[src/rtl/csb_pkg.sv]
// shared constants, codes and control types for the counting semaphore bank
`timescale 1ns / 1ps
`default_nettype none

package csb_pkg;

   // sizing
   localparam int NUM_RESOURCES = 4;
   localparam int QUEUE_DEPTH   = 16;
   localparam int PID_BITS      = 8;

   // field widths
   localparam int RES_BITS    = 4;
   localparam int ID_BITS     = 8;
   localparam int STATUS_BITS = 2;
   localparam int CNT_BITS    = 9;
   localparam int RIU_BITS    = 3;
   localparam int INIT_BITS   = 8;
   localparam int CSR_IDX_BITS  = 3;
   localparam int CSR_DATA_BITS = 8;
   localparam int REQ_DATA_BITS = 16;
   localparam int RSP_DATA_BITS = 24;

   // derived widths
   localparam int RIDX_BITS = (NUM_RESOURCES > 1) ? $clog2(NUM_RESOURCES) : 1;
   localparam int PTR_BITS  = $clog2(QUEUE_DEPTH);
   localparam int FILL_BITS = PTR_BITS + 1;
   localparam int STORE_DEPTH = NUM_RESOURCES * QUEUE_DEPTH;
   localparam int ADDR_BITS = $clog2(STORE_DEPTH);

   // count limits
   localparam int CNT_TOP = 255;

   // operations
   localparam logic OP_WAIT   = 1'b0;
   localparam logic OP_SIGNAL = 1'b1;

   // status codes
   localparam logic [STATUS_BITS-1:0] ST_CONTINUE = 2'd0;
   localparam logic [STATUS_BITS-1:0] ST_BLOCKED  = 2'd1;
   localparam logic [STATUS_BITS-1:0] ST_UNKNOWN  = 2'd2;
   localparam logic [STATUS_BITS-1:0] ST_FULL     = 2'd3;

   // register indexes
   localparam logic [CSR_IDX_BITS-1:0] CSR_RES_IN_USE = 3'd0;
   localparam logic [CSR_IDX_BITS-1:0] CSR_INIT_0     = 3'd1;
   localparam logic [CSR_IDX_BITS-1:0] CSR_INIT_1     = 3'd2;
   localparam logic [CSR_IDX_BITS-1:0] CSR_INIT_2     = 3'd3;
   localparam logic [CSR_IDX_BITS-1:0] CSR_INIT_3     = 3'd4;

   // controller to datapath commands
   typedef struct packed {
      logic capture;
      logic execute;
      logic load;
   } ctrl_cmd_type;

   // datapath to controller status
   typedef struct packed {
      logic out_free;
   } ctrl_stat_type;

endpackage

`default_nettype wire

[src/rtl/counting_semaphore_bank_top.sv]
// top level of the counting semaphore bank
// a request is captured, executed into the pending result registers, then loaded into the
// output register once it is free; only then is the next request accepted
// a popped waiter id is read from the waiter store ram during the execute cycle
// reset (synchronous, active high): 4 resources in use, every count 1, all queues empty
// the waiter store is not cleared; only entries that were pushed are ever read
`timescale 1ns / 1ps
`default_nettype none

module counting_semaphore_bank_top
   import csb_pkg::*;
(
   input  wire logic                     clock,
   input  wire logic                     reset,
   // request channel
   input  wire logic                     req_tvalid,
   output logic                          req_tready,
   input  wire logic [REQ_DATA_BITS-1:0] req_tdata,  // op, resource[3:0], process_id[7:0], pad
   // result channel
   output logic                          rsp_tvalid,
   input  wire logic                     rsp_tready,
   output logic      [RSP_DATA_BITS-1:0] rsp_tdata,  // status[1:0], woken_valid, woken_id[7:0],
                                                      // count_after[8:0], pad
   // register writes
   input  wire logic                     csr_we,
   input  wire logic [CSR_IDX_BITS-1:0]  csr_index,
   input  wire logic [CSR_DATA_BITS-1:0] csr_wdata
);

   ctrl_cmd_type  cmd;
   ctrl_stat_type stat;

   csb_ctrl u_ctrl (
      .clock      (clock),
      .reset      (reset),
      .req_tvalid (req_tvalid),
      .req_tready (req_tready),
      .stat       (stat),
      .cmd        (cmd)
   );

   csb_datapath u_datapath (
      .clock      (clock),
      .reset      (reset),
      .cmd        (cmd),
      .stat       (stat),
      .req_tdata  (req_tdata),
      .rsp_tvalid (rsp_tvalid),
      .rsp_tready (rsp_tready),
      .rsp_tdata  (rsp_tdata),
      .csr_we     (csr_we),
      .csr_index  (csr_index),
      .csr_wdata  (csr_wdata)
   );

endmodule

`default_nettype wire

[src/rtl/csb_ram.sv]
// generic single write port ram with registered read
`timescale 1ns / 1ps
`default_nettype none

module csb_ram #(
   parameter int WIDTH = 8,
   parameter int DEPTH = 64
) (
   input  wire logic                     clock,
   input  wire logic                     wr_en,
   input  wire logic [$clog2(DEPTH)-1:0] wr_addr,
   input  wire logic [WIDTH-1:0]         wr_data,
   input  wire logic                     rd_en,
   input  wire logic [$clog2(DEPTH)-1:0] rd_addr,
   output logic      [WIDTH-1:0]         rd_data
);

   logic [WIDTH-1:0] mem_ff [DEPTH];

   // write and registered read
   always_ff @(posedge clock) begin
      if (wr_en) begin
         mem_ff[wr_addr] <= wr_data;
      end
      if (rd_en) begin
         rd_data <= mem_ff[rd_addr];
      end
   end

endmodule

`default_nettype wire

[src/rtl/csb_ctrl.sv]
// controller state machine: accept, execute, hand result to output register
`timescale 1ns / 1ps
`default_nettype none

module csb_ctrl
   import csb_pkg::*;
(
   input  wire logic          clock,
   input  wire logic          reset,
   input  wire logic          req_tvalid,
   output logic               req_tready,
   input  wire ctrl_stat_type stat,
   output ctrl_cmd_type       cmd
);

   localparam logic [1:0] S_IDLE = 2'd0;
   localparam logic [1:0] S_EXEC = 2'd1;
   localparam logic [1:0] S_DONE = 2'd2;

   logic [1:0] state_ff;
   logic [1:0] state_in;

   assign req_tready  = (state_ff == S_IDLE);
   assign cmd.capture = req_tvalid && (state_ff == S_IDLE);
   assign cmd.execute = (state_ff == S_EXEC);
   assign cmd.load    = (state_ff == S_DONE) && stat.out_free;

   // next state
   always_comb begin
      state_in = state_ff;
      unique case (state_ff)
         S_IDLE: begin
            if (req_tvalid) state_in = S_EXEC;
         end
         S_EXEC: state_in = S_DONE;
         S_DONE: begin
            if (stat.out_free) state_in = S_IDLE;
         end
         default: state_in = S_IDLE;
      endcase
   end

   always_ff @(posedge clock) begin
      if (reset) begin
         state_ff <= S_IDLE;
      end else begin
         state_ff <= state_in;
      end
   end

endmodule

`default_nettype wire

[src/rtl/csb_datapath.sv]
// datapath: counters, queue pointers, waiter store and result register
`timescale 1ns / 1ps
`default_nettype none

module csb_datapath
   import csb_pkg::*;
(
   input  wire logic                     clock,
   input  wire logic                     reset,
   input  wire ctrl_cmd_type             cmd,
   output ctrl_stat_type                 stat,
   input  wire logic [REQ_DATA_BITS-1:0] req_tdata,
   output logic                          rsp_tvalid,
   input  wire logic                     rsp_tready,
   output logic      [RSP_DATA_BITS-1:0] rsp_tdata,
   input  wire logic                     csr_we,
   input  wire logic [CSR_IDX_BITS-1:0]  csr_index,
   input  wire logic [CSR_DATA_BITS-1:0] csr_wdata
);

   // captured request
   logic                op_ff;
   logic [RES_BITS-1:0] res_ff;
   logic [PID_BITS-1:0] pid_ff;

   // configuration and per-resource state
   logic [RIU_BITS-1:0]         riu_ff;
   logic signed [CNT_BITS-1:0]  count_ff [NUM_RESOURCES];
   logic signed [CNT_BITS-1:0]  count_in [NUM_RESOURCES];
   logic [PTR_BITS-1:0]         head_ff  [NUM_RESOURCES];
   logic [PTR_BITS-1:0]         head_in  [NUM_RESOURCES];
   logic [PTR_BITS-1:0]         tail_ff  [NUM_RESOURCES];
   logic [PTR_BITS-1:0]         tail_in  [NUM_RESOURCES];
   logic [FILL_BITS-1:0]        fill_ff  [NUM_RESOURCES];
   logic [FILL_BITS-1:0]        fill_in  [NUM_RESOURCES];

   // pending result
   logic [STATUS_BITS-1:0]     pend_status_ff, pend_status_in;
   logic                       pend_wvalid_ff, pend_wvalid_in;
   logic signed [CNT_BITS-1:0] pend_count_ff,  pend_count_in;

   // output register
   logic                     rsp_valid_ff, rsp_valid_in;
   logic [RSP_DATA_BITS-1:0] rsp_data_ff;

   // execute-stage decode
   logic [RIDX_BITS-1:0]       ridx;
   logic                       known;
   logic signed [CNT_BITS-1:0] cnt;
   logic signed [CNT_BITS-1:0] cnt_dec;
   logic signed [CNT_BITS-1:0] cnt_inc;
   logic [FILL_BITS-1:0]       fill;
   logic                       push;
   logic                       pop;
   logic signed [CNT_BITS-1:0] new_count;
   logic [STATUS_BITS-1:0]     new_status;

   // waiter store ports
   logic [ADDR_BITS-1:0] wr_addr;
   logic [ADDR_BITS-1:0] rd_addr;
   logic [PID_BITS-1:0]  rd_data;
   logic [ID_BITS-1:0]   woken_id;
   logic [CSR_IDX_BITS-1:0] reload_idx;

   assign ridx    = res_ff[RIDX_BITS-1:0];
   assign known   = ({1'b0, res_ff} < {2'b00, riu_ff})
                 && ({1'b0, res_ff} < (RES_BITS+1)'(NUM_RESOURCES));
   assign cnt     = count_ff[ridx];
   assign fill    = fill_ff[ridx];
   assign cnt_dec = cnt - CNT_BITS'(1);
   assign cnt_inc = cnt + CNT_BITS'(1);

   // semaphore operation
   always_comb begin
      push       = 1'b0;
      pop        = 1'b0;
      new_count  = cnt;
      new_status = ST_CONTINUE;
      if (op_ff == OP_WAIT) begin
         if (cnt_dec < 0) begin
            if (fill == FILL_BITS'(QUEUE_DEPTH)) begin
               new_status = ST_FULL;
            end else begin
               push       = 1'b1;
               new_count  = cnt_dec;
               new_status = ST_BLOCKED;
            end
         end else begin
            new_count = cnt_dec;
         end
      end else begin
         if (cnt < CNT_BITS'(CNT_TOP)) begin
            new_count = cnt_inc;
            pop       = (cnt_inc <= 0) && (fill != '0);
         end
      end
   end

   // per-resource state update, config reload wins
   assign reload_idx = csr_index - CSR_INIT_0;
   always_comb begin
      for (int k = 0; k < NUM_RESOURCES; k++) begin
         count_in[k] = count_ff[k];
         head_in[k]  = head_ff[k];
         tail_in[k]  = tail_ff[k];
         fill_in[k]  = fill_ff[k];
      end
      if (cmd.execute && known) begin
         count_in[ridx] = new_count;
         if (push) begin
            tail_in[ridx] = tail_ff[ridx] + PTR_BITS'(1);
            fill_in[ridx] = fill_ff[ridx] + FILL_BITS'(1);
         end
         if (pop) begin
            head_in[ridx] = head_ff[ridx] + PTR_BITS'(1);
            fill_in[ridx] = fill_ff[ridx] - FILL_BITS'(1);
         end
      end
      if (csr_we && (csr_index >= CSR_INIT_0) && (csr_index <= CSR_INIT_3)) begin
         for (int k = 0; k < NUM_RESOURCES; k++) begin
            if (reload_idx == CSR_IDX_BITS'(k)) begin
               count_in[k] = CNT_BITS'(csr_wdata);
               head_in[k]  = '0;
               tail_in[k]  = '0;
               fill_in[k]  = '0;
            end
         end
      end
   end

   always_ff @(posedge clock) begin
      if (reset) begin
         riu_ff <= RIU_BITS'(4);
         for (int k = 0; k < NUM_RESOURCES; k++) begin
            count_ff[k] <= CNT_BITS'(1);
            head_ff[k]  <= '0;
            tail_ff[k]  <= '0;
            fill_ff[k]  <= '0;
         end
      end else begin
         if (csr_we && (csr_index == CSR_RES_IN_USE)) begin
            riu_ff <= csr_wdata[RIU_BITS-1:0];
         end
         for (int k = 0; k < NUM_RESOURCES; k++) begin
            count_ff[k] <= count_in[k];
            head_ff[k]  <= head_in[k];
            tail_ff[k]  <= tail_in[k];
            fill_ff[k]  <= fill_in[k];
         end
      end
   end

   // request capture
   always_ff @(posedge clock) begin
      if (cmd.capture) begin
         op_ff  <= req_tdata[0];
         res_ff <= req_tdata[RES_BITS:1];
         pid_ff <= req_tdata[RES_BITS+PID_BITS:RES_BITS+1];
      end
   end

   // waiter store: push writes at tail, pop reads at head
   assign wr_addr = {ridx, tail_ff[ridx]};
   assign rd_addr = {ridx, head_ff[ridx]};

   csb_ram #(
      .WIDTH (PID_BITS),
      .DEPTH (STORE_DEPTH)
   ) u_waiters (
      .clock   (clock),
      .wr_en   (cmd.execute && known && push),
      .wr_addr (wr_addr),
      .wr_data (pid_ff),
      .rd_en   (cmd.execute && known && pop),
      .rd_addr (rd_addr),
      .rd_data (rd_data)
   );

   // pending result fields
   always_comb begin
      pend_status_in = pend_status_ff;
      pend_wvalid_in = pend_wvalid_ff;
      pend_count_in  = pend_count_ff;
      if (cmd.execute) begin
         if (known) begin
            pend_status_in = new_status;
            pend_wvalid_in = pop;
            pend_count_in  = new_count;
         end else begin
            pend_status_in = ST_UNKNOWN;
            pend_wvalid_in = 1'b0;
            pend_count_in  = '0;
         end
      end
   end

   always_ff @(posedge clock) begin
      pend_status_ff <= pend_status_in;
      pend_wvalid_ff <= pend_wvalid_in;
      pend_count_ff  <= pend_count_in;
   end

   // output register
   assign woken_id      = pend_wvalid_ff ? ID_BITS'(rd_data) : '0;
   assign stat.out_free = !rsp_valid_ff || rsp_tready;
   assign rsp_valid_in  = cmd.load || (rsp_valid_ff && !rsp_tready);

   always_ff @(posedge clock) begin
      if (reset) begin
         rsp_valid_ff <= 1'b0;
      end else begin
         rsp_valid_ff <= rsp_valid_in;
      end
   end

   always_ff @(posedge clock) begin
      if (cmd.load) begin
         rsp_data_ff <= {4'b0000, pend_count_ff, woken_id, pend_wvalid_ff, pend_status_ff};
      end
   end

   assign rsp_tvalid = rsp_valid_ff;
   assign rsp_tdata  = rsp_data_ff;

endmodule

`default_nettype wire

[config.mk]
export PLATFORM = sky130hd
export DESIGN_NAME = counting_semaphore_bank_top
export DESIGN_NICKNAME = d
export VERILOG_FILES = /design/src/rtl/csb_pkg.sv /design/src/rtl/counting_semaphore_bank_top.sv /design/src/rtl/csb_ram.sv /design/src/rtl/csb_ctrl.sv /design/src/rtl/csb_datapath.sv
export SDC_FILE = /design/constraint.sdc
export NUM_CORES = 1
export LEC_CHECK = 0
export ABC_AREA = 1
export BUFFER_PORTS_ARGS = -buffer_cell sky130_fd_sc_hd__buf_2
export CORE_MARGIN = 1.5
export CORE_UTILIZATION = 60
export CTS_CLUSTER_DIAMETER = 150
export CTS_CLUSTER_SIZE = 16
export DETAILED_ROUTE_END_ITERATION = 8
export GPL_TIMING_DRIVEN = 0
export PLACE_DENSITY_LB_ADDON = 0.2
export SLEW_MARGIN = 0
export SYNTH_ARGS = -nofsm -noshare
export SYNTH_HDL_FRONTEND = slang
export SYNTH_SLANG_ARGS = --single-unit
[constraint.sdc]
create_clock -name clock -period 3.8 [get_ports clock]
set_input_delay 0.76 -clock clock [delete_from_list [all_inputs] [get_ports clock]]
set_output_delay 0.76 -clock clock [all_outputs]
set_load 0.02 [all_outputs]
# Yosys cells after proc, flatten, opt, wreduce, memory -nomap -nowiden
# Memories as Yosys holds them, arrays and structs flattened. A register that Yosys moved wholly into a read port is not among the register bits.
# Cells that the tools add are included.
totals:
  out_inout_bits: 26
  ff_bits: 51
  ramBits: 600
  rom_bits: 0
  wordCells: 162
  memories: 5
  latch_bits: 0
  inputBits: 32
op_classes:
  n_div: 0
  mul: 0
  n_mux: 80
  shifts: 0
  bitwise: 19
  reduce_logical: 22
  magnitude_cmp: 9
  add_sub_neg: 7
  eq_ne: 8
memory_table:
  columns: ["memory", "words", "width", "rd", "rd_ports_with_merged_regs", "write_ports", "line", "source"]
  rows:
  - ["u_datapath.u_waiters.mem_ff", 64, 8, 1, 1, 1, "csb_ram.sv:18", "logic [WIDTH-1:0] mem_ff [DEPTH];"]
  - ["u_datapath.count_ff", 4, 9, 5, 1, 4, "csb_datapath.sv:28", "logic signed [CNT_BITS-1:0] count_ff [NUM_RESOURCES];"]
  - ["u_datapath.fill_ff", 4, 5, 5, 1, 4, "csb_datapath.sv:34", "logic [FILL_BITS-1:0] fill_ff [NUM_RESOURCES];"]
  - ["u_datapath.head_ff", 4, 4, 5, 1, 4, "csb_datapath.sv:30", "logic [PTR_BITS-1:0] head_ff [NUM_RESOURCES];"]
  - ["u_datapath.tail_ff", 4, 4, 5, 1, 4, "csb_datapath.sv:32", "logic [PTR_BITS-1:0] tail_ff [NUM_RESOURCES];"]
ops:
  columns: ["operator", "n"]
  rows:
  - ["$mux 9", 13]
  - ["$mux 20", 5]
  - ["$mux 16", 6]
  - ["$mux 36", 2]
  - ["$mux 4", 17]
  - ["$mux 5", 9]
  - ["$bwmux 20", 2]
  - ["$bwmux 36", 1]
  - ["$bwmux 16", 2]
  - ["$demux 9 s2", 1]
  - ["$mux 2", 9]
  - ["$or 1x1->1", 16]
  - ["$logic_and 1x1->1", 12]
  - ["$demux 5 s2", 1]
  - ["$mux 1", 10]
  - ["$add 9x2->9 const B", 1]
  - ["$le 9x1->1 const B", 1]
  - ["$lt 9x1->1 const B", 1]
  - ["$lt 9x9->1 const B", 1]
  - ["$sub 9x2->9 const B", 1]
  - ["$add 4x1->4 const B", 2]
  - ["$demux 4 s2", 1]
  - ["$eq 3x2->1 const B", 2]
  - ["$logic_not 3->1", 2]
  - ["24 further kinds", 27]

# Longest topological paths before layout
depth:
  ltp_word: 14
  depth_mapped: 22
  ltp_nobuf: 20

# Hierarchy
# A second synthesis with hierarchy kept.
unflattened:
  hier_cells: 2855
  area_unflattened_um2: 29134.2
by_module_without_submodules:
  columns: ["module", "n_inst", "cells_per_inst", "seq_area_each_um2", "area_per_inst_um2"]
  rows:
  - ["csb_ram", 1, 1805, 15615.0, 21419.3]
  - ["csb_datapath", 1, 1035, 3233.1, 7612.3]
  - ["csb_ctrl", 1, 15, 40.0, 102.6]

# Worst setup path after synthesis
# OpenSTA, ideal clock, no wires.
synth_path:
  path_type: "reg2reg"
  startpoint: "register u_ctrl.state_ff[0]"
  endpoint: "memory u_datapath.u_waiters.mem_ff[15][0] (enable)"
  setup_slack_ns: 0.904
  arrival_ns: 2.525
  setup_time_ns: 0.370
  synth_period_minus_slack_ns: 2.896
  stages_incl_launch_ff: 8
  t_required_ns: 3.430
  n_path_buf: 1
  cell_sequence: "dfxtp_1 > inv_1 > nor2_1 > nand2_1 > inv_1 > clkbuf_1 > nand4_2 > nor2_1"
synth_between:
  elab_chain_len: 5
synth_rtl:
  columns: ["element", "line", "source"]
  rows:
  - ["start, declared", "csb_ctrl.sv:20", "logic [1:0] state_ff;"]
  - ["start signal, assigned", "csb_ctrl.sv:47", "state_ff <= state_in;"]
  - ["$eq 2x1->1", "csb_ctrl.sv:25", "assign cmd.execute = (state_ff == S_EXEC);"]
  - ["$logic_and 1x1->1 (2 in series)", "csb_datapath.sv:171", ".wr_en (cmd.execute && known && push),"]
  - ["$mux 1", "csb_ram.sv:22", "if (wr_en) begin"]
  - ["$mux 1 (implied by the code)", "csb_ram.sv:23", "mem_ff[wr_addr] <= wr_data;"]
  - ["end, declared", "csb_ram.sv:18", null]
# Every way passes these cells.

==> results.yml <==
outcome:
  outcome: "finished with violations"
  violations: "setup timing"
clock_network:
  hold_buffers: 0
  h-tree-depth: 2
  cts_buffers: 47
  clock_sinks: 661
  path_clk_slew_ps: 80
  clkLatencyLatePin_ps: 640
  cts_root_buffer: "clkbuf_16"
  cts_tree: "yes"
  cts_buffer_depth: 3
worst_hold_path:
  min_path_type: "in -> reg"
  min_from: "req_tdata[5]"
  holdPathEnd: "u_datapath.pid_ff[0]$_DFFE_PP_"
  holdPathStages: 1
logic_synthesis:
  seq_area_frac_synth: 0.657
  ys.warnings.count: 0
  ys_ff_latch: 661
  netlist_instances: 2654
  yosysTopAreaCell: "edfxtp_1"
  yosysMostFrequentCell: "edfxtp_1"
  synth_ff_type: "edfxtp_1"
  synth.distinct_cells: 46
  synth_top_area_share: 0.591
  synth_area_um2: 28700
  synth-edff-count: 565
  synthTopCellsByCount: "edfxtp_1, nand2_1, o21ai_0"
  ys_async_sr_fraction: 0
  synth_area_per_cell_um2: 10.8
  synth.area.top_cells: "edfxtp_1, dfxtp_1, o21ai_0"
timing:
  worst_pin_slew_ps: 1050
  fmax_ghz: 0.257
  period_share: 1.02
  max_slew_margin: 0.297
  fin_worst_skew_ps: 31.0
  rsz0062_at_grt: "true"
  setup_ws_ps: -94.6
  hold_viol: 0
  drv_slew: 0
  fin_crit_ps: 3890
  tns_ps: -187
  setup_violations: 4
routing:
  ant_nets: 0
  routed_wl_mm: 93.0
  drc_errors: 0
  via_per_inst: 6.44
  drt_iter0_drc: 2917
  vias: 22098
  wl_per_cell_um: 27.1
  dr.pass1.iters: 6
placement:
  portBuffers: 50
  place_area_um2: 30200
  dp_hpwl_mm: 66.7
  place_congestion: 1.03
global_routing:
  grt_pass1_wl_mm: 134
  grt_overflow_total: 0
  antenna_found_initial: 4
  grt.total_usage: 0.376
  grt_pass1_vias: 20618
  grt_max_degree: 37
die:
  dieWidth_um: 222
  die_h_um: 222
  initial_core_util: 0.606
  io_pins: 58
  core_area_um2: 47400
  die-area_um2: 49200
  row_count: 80
worst_setup_path:
  worstPathRequired_ps: 4090
  crit_arrival_ps: 4190
  rr_worst_depth: 13
  crit_type: "reg -> reg"
  path_max_fanout: 10
  cp-end-kind: "flip-flop"
  regToRegEndpoint: "u_datapath.u_waiters.rd_data[2]$_DFFE_PP_"
  start_kind: "flip-flop"
  ff2ff_setup_slack_ps: -90
final_layout:
  area_growth_pct: 12.4
  fin_nets: 2826
  stdcell_area_um2: 32300
  drive_above_1_share: 0.125
  postLayoutCoreUtil: 0.681
power:
  power_uw: 15300
  ir_drop_mv: 0.486
  cellLeakagePower_uw: 0.0113
  p_per_area_nw_per_um2: 475
run:
  drv_cap: 0
-- cell type report --
type                       instances  area, µm²
fill                            3573      15100
tap                              615        769
multi-input combinational       1658       8890
buffer                           157        751
inverter                         180        683
clock inverter                     4       96.3
clock buffer                      76       1280
timing repair buffer              79        925
antenna                            3       7.51
sequential                       661      18900
-- placed cells by master (no fill, tap or decap), drive strengths merged, types with 96 or more instances in the layout --
cell	Yosys	final
a21oi	144	144
buf	63	142
clkbuf	95	170
dfxtp	96	96
edfxtp	565	565
inv	177	178
nand2	410	410
nand3	143	143
nor2	300	300
o211ai	161	161
o21ai	337	337
-- cell families (layout without fill, tap and decap cells) --
group           count (synthesis)  in the layout  share of synthesized area
simple gates                  918            918                      0.140
buf+inv                       338            496                     0.0498
fa+ha+maj                      10             10                    0.00436
xor+xnor                       10             10                    0.00305
compound gates                716            716                      0.146
flops                         661            661                      0.657
other cells                     1              7                   0.000131
-- how the worst max path moves through the flow --
stage,end,cells past startpoint
after CTS,u_datapath.u_waiters.mem_ff[14][3]$_DFFE_PP_,14
after global routing,u_datapath.u_waiters.mem_ff[33][3]$_DFFE_PP_,17
after detailed placement,u_datapath.u_waiters.mem_ff[55][5]$_DFFE_PP_,7
final,u_datapath.u_waiters.rd_data[2]$_DFFE_PP_,13
after floorplan,u_datapath.u_waiters.mem_ff[15][0]$_DFFE_PP_,7
after global placement,u_datapath.u_waiters.mem_ff[55][5]$_DFFE_PP_,7
-- through the flow --
stage          cells  hold WS, ps  setup slack [ps]
2_1_floorplan   2657          400               904
3_3_place_gp    3322          404              -602
3_5_place_dp    3340          405              -778
4_1_cts         3420          288              -272
5_1_grt         3432          287             -11.8
6_report        3433          303             -94.6
-- registers in the layout, indices dropped and copies added (netlist names), 3 cells and up, named ones only --
name and cells:
u_datapath.u_waiters.mem_ff 512, u_datapath.res_ff 4, u_datapath.count_ff 36, u_datapath.fill_ff 20, u_datapath.riu_ff 3, u_datapath.head_ff 16, u_datapath.tail_ff 16, u_datapath.u_waiters.rd_data 8
u_datapath.pid_ff 8, u_datapath.pend_count_ff 9, u_datapath.rsp_tdata 20
-- power breakdown --
group	internal [µW]	total, µW	switching [µW]
Sequential	7920	7960	48.2
Combinational	631	2500	1860
Clock	2350	4880	2530
-- per-layer routing --
metal	part of all wire	GRT usage
met1	0.39	0.524
met2	0.45	0.570
met3	0.11	0.0721
met4	0.055	0.189
met5	0.00028	0
-- critical path, cell delays in order (launching register included) --
cell,delay (ps)
dfxtp_1,330
buf_6,140
inv_4,70
buf_4,190
buf_2,200
a21oi_1,140
o21ai_1,80
nand2_1,590
clkbuf_1,700
o211ai_1,430
o211ai_1,300
nand2_1,90
nand2_1,80
nand4_1,210
-- timing repair --
item | CTS | global route
gates cloned | 0 | 0
endpoints found under the setup margin | 477 | 515
setup buffers | 0 | 11
pin swaps | 0 | 10
resized for setup | 73 | 63
Power figures use the tool's default switching activity.
